**config.mk**
```make
export PLATFORM = sky130hd
export DESIGN_NAME = periodic_task_timer_table_flat
export DESIGN_NICKNAME = d
export VERILOG_FILES = /design/src/rtl/core/ptt_pkg.sv /design/src/rtl/core/ptt_if.sv /design/src/rtl/core/periodic_task_timer_table.sv /design/src/rtl/core/ptt_ctrl.sv /design/src/rtl/core/ptt_dp.sv /design/src/flat_wrapper.sv
export SDC_FILE = /design/constraint.sdc
export NUM_CORES = 1
export LEC_CHECK = 0
export BUFFER_PORTS_ARGS = -buffer_cell sky130_fd_sc_hd__clkbuf_2
export CAP_MARGIN = 20
export CELL_PAD_IN_SITES_DETAIL_PLACEMENT = 1
export CELL_PAD_IN_SITES_GLOBAL_PLACEMENT = 2
export CORE_MARGIN = 10
export CORE_UTILIZATION = 30
export DETAILED_ROUTE_END_ITERATION = 12
export MAX_ROUTING_LAYER = met4
export PLACE_DENSITY = 0.67
export SKIP_CTS_REPAIR_TIMING = 1
export SYNTH_ARGS = -nofsm -noshare
export SYNTH_HDL_FRONTEND = slang
export SYNTH_HIERARCHICAL = 1
export SYNTH_SLANG_ARGS = --single-unit
export TNS_END_PERCENT = 50
```
**constraint.sdc**
```tcl
create_clock -name clk -period 11 [get_ports clk]
set_clock_uncertainty 0.05 [all_clocks]
set_input_delay 0.55 -clock clk [delete_from_list [all_inputs] [get_ports clk]]
set_output_delay 0.55 -clock clk [all_outputs]
set_load 0.005 [all_outputs]
```
**src/rtl/core/ptt_pkg.sv**
```systemverilog
`timescale 1ns / 1ps
package ptt_pkg;
  localparam int SLOT_COUNT = 8;
  localparam int SLOT_W = 3;
  localparam int HINT_W = 4;

  typedef enum logic [3:0] {
    OP_CREATE = 4'd0, OP_PAUSE = 4'd1, OP_RESUME = 4'd2, OP_QUERY = 4'd3,
    OP_SET_COUNT = 4'd4, OP_SET_INTERVAL = 4'd5, OP_STOP_FIRE = 4'd6,
    OP_CANCEL = 4'd7, OP_TICK = 4'd8
  } opcode_t;

  localparam logic [1:0] ST_OK = 2'd0;
  localparam logic [1:0] ST_FULL = 2'd1;
  localparam logic [1:0] ST_UNUSED = 2'd2;

  localparam logic [0:0] REG_FOREVER = 1'b0;

  typedef struct packed {
    logic [1:0] status;
    logic fired;
    logic [2:0] result_slot;
    logic is_running;
    logic [15:0] count_now;
    logic [31:0] interval_now;
    logic last;
  } result_t;

  typedef struct packed {
    logic [3:0] opcode;
    logic [2:0] slot_id;
    logic [31:0] interval_value;
    logic [15:0] count_value;
    logic [31:0] tick_ms;
  } item_t;

  // controller -> datapath
  typedef struct packed {
    logic load;       // capture input item
    logic do_single;  // execute non-tick op, build result
    logic scan_init;  // start scan
    logic scan_step;  // process one slot of the scan
    logic close;      // build closing result
    logic emit;       // load out register
    logic out_take;   // output transfer done
  } ctl_t;

  // datapath -> controller
  typedef struct packed {
    logic is_tick;
    logic scan_done;
    logic scan_fire;
    logic out_full;
  } sts_t;
endpackage

```
**src/rtl/core/ptt_if.sv**
```systemverilog
`timescale 1ns / 1ps
interface ptt_in_if;
  logic valid;
  logic ready;
  ptt_pkg::item_t data;
  modport source(output valid, output data, input ready);
  modport sink(input valid, input data, output ready);
endinterface

interface ptt_out_if;
  logic valid;
  logic ready;
  ptt_pkg::result_t data;
  modport source(output valid, output data, input ready);
  modport sink(input valid, input data, output ready);
endinterface

```
**src/rtl/core/periodic_task_timer_table.sv**
```systemverilog
`timescale 1ns / 1ps
// A non-tick item is captured in the idle state; its result is loaded into the output
// register in the execute state once that register is free or being read. No new item
// is accepted until then. A tick walks all slots one at a time through the single shared
// elapsed-time adder in the datapath, emitting each fire result and a closing result.
// Reset (rst, synchronous): all slots free, free hint slot 0 valid, forever code 65535.
module periodic_task_timer_table (
  input  logic        clk,
  input  logic        rst,
  ptt_in_if.sink      in_ch,
  ptt_out_if.source   out_ch,
  input  logic        psel,
  input  logic        penable,
  input  logic        pwrite,
  input  logic [1:0]  paddr,
  input  logic [31:0] pwdata,
  output logic [31:0] prdata,
  output logic        pready
);
  import ptt_pkg::*;

  ctl_t ctl;
  sts_t sts;
  logic [15:0] forever_code;
  logic reg_hit;

  // Only register 0 exists; decode on the word index.
  assign reg_hit = (paddr[1:0] == {REG_FOREVER, 1'b0});
  assign pready = 1'b1;
  assign prdata = reg_hit ? {16'd0, forever_code} : 32'd0;

  always_ff @(posedge clk) begin
    if (rst) begin
      forever_code <= 16'hFFFF;
    end else if (psel && penable && pwrite && reg_hit) begin
      forever_code <= pwdata[15:0];
    end
  end

  // Sequencer: hold each item until all its results are loaded into the output register.
  ptt_ctrl u_ctrl (
    .clk(clk), .rst(rst), .in_valid(in_ch.valid), .in_ready(in_ch.ready),
    .out_ready(out_ch.ready), .sts(sts), .ctl(ctl)
  );

  // Slot table, free hint, scan pointer and output register.
  ptt_dp u_dp (
    .clk(clk), .rst(rst), .in_data(in_ch.data), .forever_code(forever_code),
    .ctl(ctl), .sts(sts), .out_valid(out_ch.valid), .out_data(out_ch.data)
  );
endmodule

```
**src/rtl/core/ptt_ctrl.sv**
```systemverilog
`timescale 1ns / 1ps
module ptt_ctrl (
  input  logic clk,
  input  logic rst,
  input  logic in_valid,
  output logic in_ready,
  input  logic out_ready,
  input  ptt_pkg::sts_t sts,
  output ptt_pkg::ctl_t ctl
);
  import ptt_pkg::*;

  typedef enum logic [4:0] {
    S_IDLE = 5'b00001, S_EXEC = 5'b00010, S_SCAN = 5'b00100,
    S_FIREW = 5'b01000, S_CLOSE = 5'b10000
  } state_t;

  state_t state, state_next;
  logic take;

  assign take = !sts.out_full || out_ready;
  assign in_ready = (state == S_IDLE);

  always_comb begin
    state_next = state;
    ctl = '0;
    ctl.out_take = sts.out_full && out_ready;
    unique case (state)
      S_IDLE: begin
        if (in_valid) begin
          ctl.load = 1'b1;
          state_next = S_EXEC;
        end
      end
      S_EXEC: begin
        if (sts.is_tick) begin
          ctl.scan_init = 1'b1;
          state_next = S_SCAN;
        end else if (take) begin
          ctl.do_single = 1'b1;
          ctl.emit = 1'b1;
          state_next = S_IDLE;
        end
      end
      S_SCAN: begin
        if (sts.scan_done) begin
          state_next = S_CLOSE;
        end else if (sts.scan_fire) begin
          state_next = S_FIREW;
        end else begin
          ctl.scan_step = 1'b1;
        end
      end
      S_FIREW: begin
        if (take) begin
          ctl.scan_step = 1'b1;
          ctl.emit = 1'b1;
          state_next = S_SCAN;
        end
      end
      S_CLOSE: begin
        if (take) begin
          ctl.close = 1'b1;
          ctl.emit = 1'b1;
          state_next = S_IDLE;
        end
      end
      default: state_next = S_IDLE;
    endcase
  end

  always_ff @(posedge clk) begin
    if (rst) begin
      state <= S_IDLE;
    end else begin
      state <= state_next;
    end
  end
endmodule

```
**src/rtl/core/ptt_dp.sv**
```systemverilog
`timescale 1ns / 1ps
module ptt_dp (
  input  logic clk,
  input  logic rst,
  input  ptt_pkg::item_t in_data,
  input  logic [15:0] forever_code,
  input  ptt_pkg::ctl_t ctl,
  output ptt_pkg::sts_t sts,
  output logic out_valid,
  output ptt_pkg::result_t out_data
);
  import ptt_pkg::*;

  item_t item;
  logic [SLOT_COUNT-1:0] used, running, forever_f;
  logic [15:0] count [SLOT_COUNT];
  logic [31:0] interval [SLOT_COUNT];
  logic [31:0] elapsed [SLOT_COUNT];
  logic [HINT_W-1:0] hint;
  logic hint_valid;
  logic [SLOT_W:0] scan_idx;
  logic [SLOT_W-1:0] sidx;
  logic [31:0] sum;
  logic fire_now;
  result_t res;
  logic [SLOT_W-1:0] hs, nxt;
  logic nxt_ok;
  logic [SLOT_COUNT-1:0] used_after;
  logic [15:0] cdec;

  assign sidx = scan_idx[SLOT_W-1:0];
  assign hs = hint[SLOT_W-1:0];
  assign sum = elapsed[sidx] + item.tick_ms;
  assign fire_now = used[sidx] && running[sidx] && (item.tick_ms != '0)
                    && (sum >= interval[sidx]);
  assign cdec = count[sidx] - 16'd1;

  assign sts.is_tick = (item.opcode == OP_TICK);
  assign sts.scan_done = scan_idx[SLOT_W];
  assign sts.scan_fire = fire_now;
  assign sts.out_full = out_valid;

  // round-robin search for next free slot after the one being claimed
  always_comb begin
    used_after = used;
    used_after[hs] = 1'b1;
    nxt = '0;
    nxt_ok = 1'b0;
    for (int k = SLOT_COUNT - 1; k >= 1; k--) begin
      if (!used_after[SLOT_W'((int'(hs) + k) % SLOT_COUNT)]) begin
        nxt = SLOT_W'((int'(hs) + k) % SLOT_COUNT);
        nxt_ok = 1'b1;
      end
    end
  end

  always_comb begin
    res = '0;
    res.last = 1'b1;
    if (ctl.scan_step) begin
      res.fired = 1'b1;
      res.result_slot = sidx;
      res.last = 1'b0;
    end else if (ctl.do_single) begin
      if (item.opcode == OP_CREATE) begin
        if (!hint_valid || (int'(hint) >= SLOT_COUNT)) begin
          res.status = ST_FULL;
        end else begin
          res.result_slot = hs;
        end
      end else if (item.opcode < OP_TICK) begin
        if (!used[item.slot_id]) begin
          res.status = ST_UNUSED;
        end else if (item.opcode == OP_QUERY) begin
          res.result_slot = item.slot_id;
          res.is_running = running[item.slot_id];
          res.count_now = count[item.slot_id];
          res.interval_now = interval[item.slot_id];
        end else if (item.opcode == OP_STOP_FIRE) begin
          res.fired = 1'b1;
          res.result_slot = item.slot_id;
        end
      end
    end
  end

  always_ff @(posedge clk) begin
    if (rst) begin
      used <= '0;
      hint <= '0;
      hint_valid <= 1'b1;
      out_valid <= 1'b0;
      scan_idx <= '0;
    end else begin
      if (ctl.emit) out_valid <= 1'b1;
      else if (ctl.out_take) out_valid <= 1'b0;
      if (ctl.scan_init) scan_idx <= '0;
      if (ctl.do_single && item.opcode == OP_CREATE && hint_valid
          && int'(hint) < SLOT_COUNT) begin
        used[hs] <= 1'b1;
        hint <= HINT_W'(nxt);
        hint_valid <= nxt_ok;
      end
      if (ctl.do_single && used[item.slot_id] && (item.opcode == OP_STOP_FIRE
          || item.opcode == OP_CANCEL)) begin
        used[item.slot_id] <= 1'b0;
        hint <= HINT_W'(item.slot_id);
        hint_valid <= 1'b1;
      end
      if (ctl.scan_step) begin
        scan_idx <= scan_idx + 1'b1;
        if (fire_now && !forever_f[sidx] && cdec == '0) begin
          used[sidx] <= 1'b0;
          hint <= HINT_W'(sidx);
          hint_valid <= 1'b1;
        end
      end
    end
  end

  always_ff @(posedge clk) begin
    if (ctl.load) item <= in_data;
    if (ctl.emit) out_data <= res;
    if (ctl.do_single && item.opcode == OP_CREATE && hint_valid
        && int'(hint) < SLOT_COUNT) begin
      count[hs] <= item.count_value;
      interval[hs] <= item.interval_value;
      elapsed[hs] <= '0;
      running[hs] <= 1'b1;
      forever_f[hs] <= (item.count_value == forever_code);
    end
    if (ctl.do_single && used[item.slot_id]) begin
      case (item.opcode)
        OP_PAUSE: running[item.slot_id] <= 1'b0;
        OP_RESUME: running[item.slot_id] <= 1'b1;
        OP_SET_COUNT: count[item.slot_id] <= item.count_value;
        OP_SET_INTERVAL: interval[item.slot_id] <= item.interval_value;
        default: ;
      endcase
    end
    if (ctl.scan_step && used[sidx] && running[sidx] && item.tick_ms != '0) begin
      if (fire_now) begin
        elapsed[sidx] <= '0;
        if (!forever_f[sidx]) count[sidx] <= cdec;
      end else begin
        elapsed[sidx] <= sum;
      end
    end
  end
endmodule

```
**src/flat_wrapper.sv**
```systemverilog
// flat-port wrapper written by rule: the top's interface ports become plain ports
module periodic_task_timer_table_flat import ptt_pkg::*;
  (clk, rst, psel, penable, pwrite, paddr, pwdata, prdata, pready, in_ch_valid, in_ch_data, in_ch_ready, out_ch_valid, out_ch_data, out_ch_ready);
  ptt_in_if in_ch_i ();
  ptt_out_if out_ch_i ();
  input  logic clk;
  input  logic rst;
  input  logic psel;
  input  logic penable;
  input  logic pwrite;
  input  logic [1:0] paddr;
  input  logic [31:0] pwdata;
  output logic [31:0] prdata;
  output logic pready;
  input wire logic [$bits(in_ch_i.valid)-1:0] in_ch_valid;
  input wire logic [$bits(in_ch_i.data)-1:0] in_ch_data;
  output wire logic [$bits(in_ch_i.ready)-1:0] in_ch_ready;
  output wire logic [$bits(out_ch_i.valid)-1:0] out_ch_valid;
  output wire logic [$bits(out_ch_i.data)-1:0] out_ch_data;
  input wire logic [$bits(out_ch_i.ready)-1:0] out_ch_ready;
  assign in_ch_i.valid = in_ch_valid;
  assign in_ch_i.data = in_ch_data;
  assign in_ch_ready = in_ch_i.ready;
  assign out_ch_valid = out_ch_i.valid;
  assign out_ch_data = out_ch_i.data;
  assign out_ch_i.ready = out_ch_ready;
  periodic_task_timer_table u_core (.clk(clk), .rst(rst), .in_ch(in_ch_i), .out_ch(out_ch_i), .psel(psel), .penable(penable), .pwrite(pwrite), .paddr(paddr), .pwdata(pwdata), .prdata(prdata), .pready(pready));
endmodule
```
# Yosys cells after proc, flatten, opt, wreduce, memory -nomap -nowiden
# Memory sizes are Yosys's and may differ from the RTL's. A register that Yosys moved wholly into a read port is not among the register bits.
# Index checks and enable logic that the tools add are counted.
# totals
input_bits	128
n_memories	3
reg_bits	198
wordCells	266
output_inout_bits	91
ram_bits	640
# mem_list
name	words	word_bits	rd	rd_ports_with_merged_regs	wr	line	text
u_core.u_dp.elapsed	8	32	1	1	1	ptt_dp.sv:18	logic [31:0] elapsed [SLOT_COUNT];
u_core.u_dp.interval	8	32	2	2	1	ptt_dp.sv:17	logic [31:0] interval [SLOT_COUNT];
u_core.u_dp.count	8	16	2	2	1	ptt_dp.sv:16	logic [15:0] count [SLOT_COUNT];
# classes
bitwise_logic	13
n_reduce_logical	39
magnitude_cmp	17
n_mux	146
n_addsub	10
n_eq_ne	17
# ops
op	count
two-way mux 53 bit	2
two-way mux 49 bit	2
two-way mux 32 bit	3
two-way mux 3 bit	23
two-way mux 1 bit	68
two-way mux 8 bit	8
OR reduction 32 bit	2
two-way mux 55 bit	1
two-way mux 16 bit	3
binary-select mux 1 bit (select 3 bit)	12
less-than comparator 3 x 5 -> 1 bit, second input constant	7
adder 32 bit	1
greater-or-equal comparator 32 bit	1
nonzero test 32 bit	1
OR reduction 16 bit	2
two-way mux 5 bit	6
two-way mux 4 bit	7
one-hot mux 5 bit (5 select lines)	1
AND 8 bit	3
OR 8 bit	3
logical AND 1 bit	20
equality test 16 bit	1
equality test 4 x 3 -> 1 bit, second input constant	4
zero test 16 bit	1
36 further kinds	60

# Longest topological paths before layout
# depth
depth_word	19
ltp_mapped	38
mapped_depth_nobuf	30

# By module
# Netlist, hierarchy kept.
# by_module_without_submodules
mod	instances	cells_per_inst	area_per_inst_um2
ptt_dp	1	2647	40294.9
periodic_task_timer_table	1	92	859.6
ptt_ctrl	1	57	401.6

# Worst setup path after synthesis
# OpenSTA, ideal clock, no wires.
# synth_path
kind	flip-flop to flip-flop
startpoint	reg (tool-made name)
endpoint	mem u_core.u_dp.count[4][0], enable pin
path_buffers	7
arrival_time_ps	9263
path_stages_with_launch	34
setup_time_ps	394
path_slack_ps	1293
cell_sequence	dfxtp_1 buf_1 buf_2 clkbuf_1 buf_1 mux4_2 mux2_2 ha_1 a21o_1 a21o_1 a21oi_1 o32ai_1 nor3_1 o211ai_1 and4b_1 nor3_1 inv_1 ha_1 nand4_1 nor2_1 o2111ai_1 a2111oi_0 or2_2 o21ai_0 inv_1 buf_4 o22ai_1 clkinv_1 nor4_1 and2_1 clkbuf_1 nand3_1 clkbuf_1 o211ai_1
# synth_lines
item	line
end, declared	ptt_dp.sv:16

==> impl_metrics.toml <==
[power]
pwr-share-seq_pct = 49.8
ir_worst_vdd_mv = 0.133
power.switching_mw = 1.65
power_leakage_nw = 16.6
p_int_mw = 5.59
clkPwrFrac_pct = 44.9
power.share.switching_pct = 22.7
power.share.combinational_pct = 5.3
power_density_nw_per_um2 = 148

[logic_synthesis]
yosysWarnings = 6
synthesis.area_um2 = 41500
postSynthAreaPerCell_um2 = 14.9
synth_cells = 2795

[sta]
layout_setup_ws_ns = 1.63
period_share_pct = 85.2
finalSetupViolCount = 0
whs_ns = 0.0438
rsz0062_at_grt = "false"
tns_ns = 0
slew_violations = 0
hold_violations = 0
max-slew-margin-rel_pct = 31.5
fin_crit_ns = 9.37
fmax_ghz = 0.107
worstMarginPinSlew_ns = 1.02

[clock_network]
cts.htree.levels = 3
cts_buffers = 96
clockBufferDepth = 3
cts_tree = "built"
clkSinkCount = 844
clock_latency_ns = 0.72
clk_pin_slew_worst_paths_ns = 0.06
cts-root-buf = "clkbuf_16"

[placement]
port_buffers = 185
post-place-ws_ns = 1.79
gp_congestion = 0.817
post-dp-hpwl_um = 81200
place_area_um2 = 44800

[finish]
area_delta_synth_final_pct = 17.4
fill_cells = 14200
nets = 3269
drive_above_1_share_pct = 28.2
design_area_um2 = 48800

[critical_path]
r2r_setup_slack_ns = 1.63
cp_num_buf_inv = 8
critPathSlowestCell = "or4_2"
crit_arrival_ns = 9.89
cp-start-kind = "flop"
cp_top_family = "simple AND/OR/NAND/NOR gates"
reg2reg_to = "u_core/u_dp/out_data[23]$_SDFFCE_PP0P_"
worstRegToRegCells = 30
cp_slowest_stage_delay_ns = 0.97
crit_path_max_fanout = 28
critPathKind = "flop to flop"
worstPathRequired_ns = 11.51
path_common_cell = "buf_4"
critPathCaptureType = "flop"

[flow_run]
maxCapViolations = 0

[grt]
grt_max_degree = 96
grt_pass1_wl_um = 187000
antenna_found_initial = 6
grt_pass1_vias = 27300
grt_usage_pct = 16.8
overflow = 0

[floorplanning]
core_um2 = 137000
die-area_um2 = 154000
io_pins = 219
die_x_um = 392
fp.dieH_um = 392
rows = 136
initial_core_util_pct = 30.2

[min_path]
hp-class = "primary input to flop"
min_from = "in_ch_data[79]"
whs_endpoint = "u_core/u_dp/item[79]$_DFFE_PP_"
min_path_cells = 1

[drt]
drc = 0
viasPerCell = 5.22
drtAntennaViolNets = 0
drt-initial-drc-count = 1906
wl_um = 128000
vias = 25800
wl_per_cell_um = 25.9
dr.pass1.iters = 5

[outcome]
status = "finished clean"
[layer usage]
layer / share of wire, % / vias to the layer above / wire (µm) / track usage [%]
li1: - / 11500 / - / -
met1: 45 / 13500 / 57300 / 22.2
met2: 47 / 654 / 60500 / 26.5
met3: 5.3 / 178 / 6800 / 3.06
met4: 2.6 / 0 / 3280 / 4.78
met5: 0 / - / 0 / -
[how the worst max path moves through the flow]
| stage | cells after the start | slack [ns] | start | endpoint |
|---|---|---|---|---|
| floorplan | 33 | 1.29 | flop | u_core/u_dp/count[4][0]$_DFFE_PP_ |
| detailed placement | 30 | 1.79 | flop | u_core/u_dp/out_data[19]$_SDFFCE_PP0P_ |
| global route | 30 | 1.23 | flop | u_core/u_dp/out_data[19]$_SDFFCE_PP0P_ |
| CTS | 30 | 1.72 | flop | u_core/u_dp/out_data[19]$_SDFFCE_PP0P_ |
| finish | 30 | 1.63 | flop | u_core/u_dp/out_data[23]$_SDFFCE_PP0P_ |
| global placement | 30 | 1.86 | flop | u_core/u_dp/out_data[25]$_SDFFCE_PP0P_ |
[power groups by stage]
stage | Clock (mW) | Combinational, mW | Sequential, mW
finish | 3.25 | 0.382 | 3.61
detailed placement | 0 | 0.363 | 3.68
CTS | 3.33 | 0.366 | 3.61
global placement | 0 | 0.360 | 3.68
global route | 3.45 | 0.417 | 3.61
floorplan | 0 | 0.269 | 3.62
[metrics by stage]
step / total power [mW] / instances / utilization (%)
after floorplan: 3.89 / 2810 / -
after global placement: 4.04 / 4682 / 32.6
after global routing: 7.48 / 4947 / 35.5
after CTS: 7.31 / 4862 / 34.9
after detailed placement: 4.04 / 4682 / 32.6
final: 7.24 / 4947 / 35.5
[final cells by class]
class	instances	area, µm²	share of cell area (%)
flip-flops and latches	844	24800	50.9
multi-input cells	1736	15900	32.6
clock buffers	112	2500	5.13
repair buffers	347	2470	5.06
well taps	1794	2240	4.60
clock inverters	68	651	1.33
inverters	42	158	0.323
diodes	4	10.0	0.0205
[worst reg2reg max path: cells and delay by family (launching register included)]
family          cells  cell delay (ns)
flops               1             0.75
buf+inv             8             1.71
mux                 2             0.87
fa+ha+maj           2             0.72
compound gates      9             2.33
simple gates        9             2.80
[layout by cell type, fill, tap and decap left out, types with 20 or more instances in the layout]
cell type      instances
a21oi_1               55
and2_1                32
and3_1                32
buf_4                 71
clkbuf_16             98
clkbuf_2             185
clkinv_1              20
clkinv_2              26
dfxtp_1               47
dlygate4sd3_1         81
edfxtp_1             791
ha_1                  73
inv_1                 39
mux2_2               160
mux2i_1              119
mux4_2               258
nand2_1              118
nand3_1               29
nand4_1               24
nor2_1               375
nor3_1                40
o21ai_0               70
xnor2_1               42
[state kept, by name, summed over array words and instances (netlist names), named ones only]
signal / cells
u_core/u_dp/hint_valid: 1
u_core/u_dp/running: 8
u_core/forever_code: 16
u_core/u_dp/item: 87
u_core/u_dp/interval: 256
u_core/u_dp/out_data: 56
u_core/u_dp/count: 128
u_core/u_ctrl/state: 5
u_core/u_dp/out_valid: 1
u_core/u_dp/used: 8
u_core/u_dp/elapsed: 256
u_core/u_dp/forever_f: 8
u_core/u_dp/scan_idx: 4
u_core/u_dp/hint: 4
Note: power is estimated with default switching activity, not from simulation.
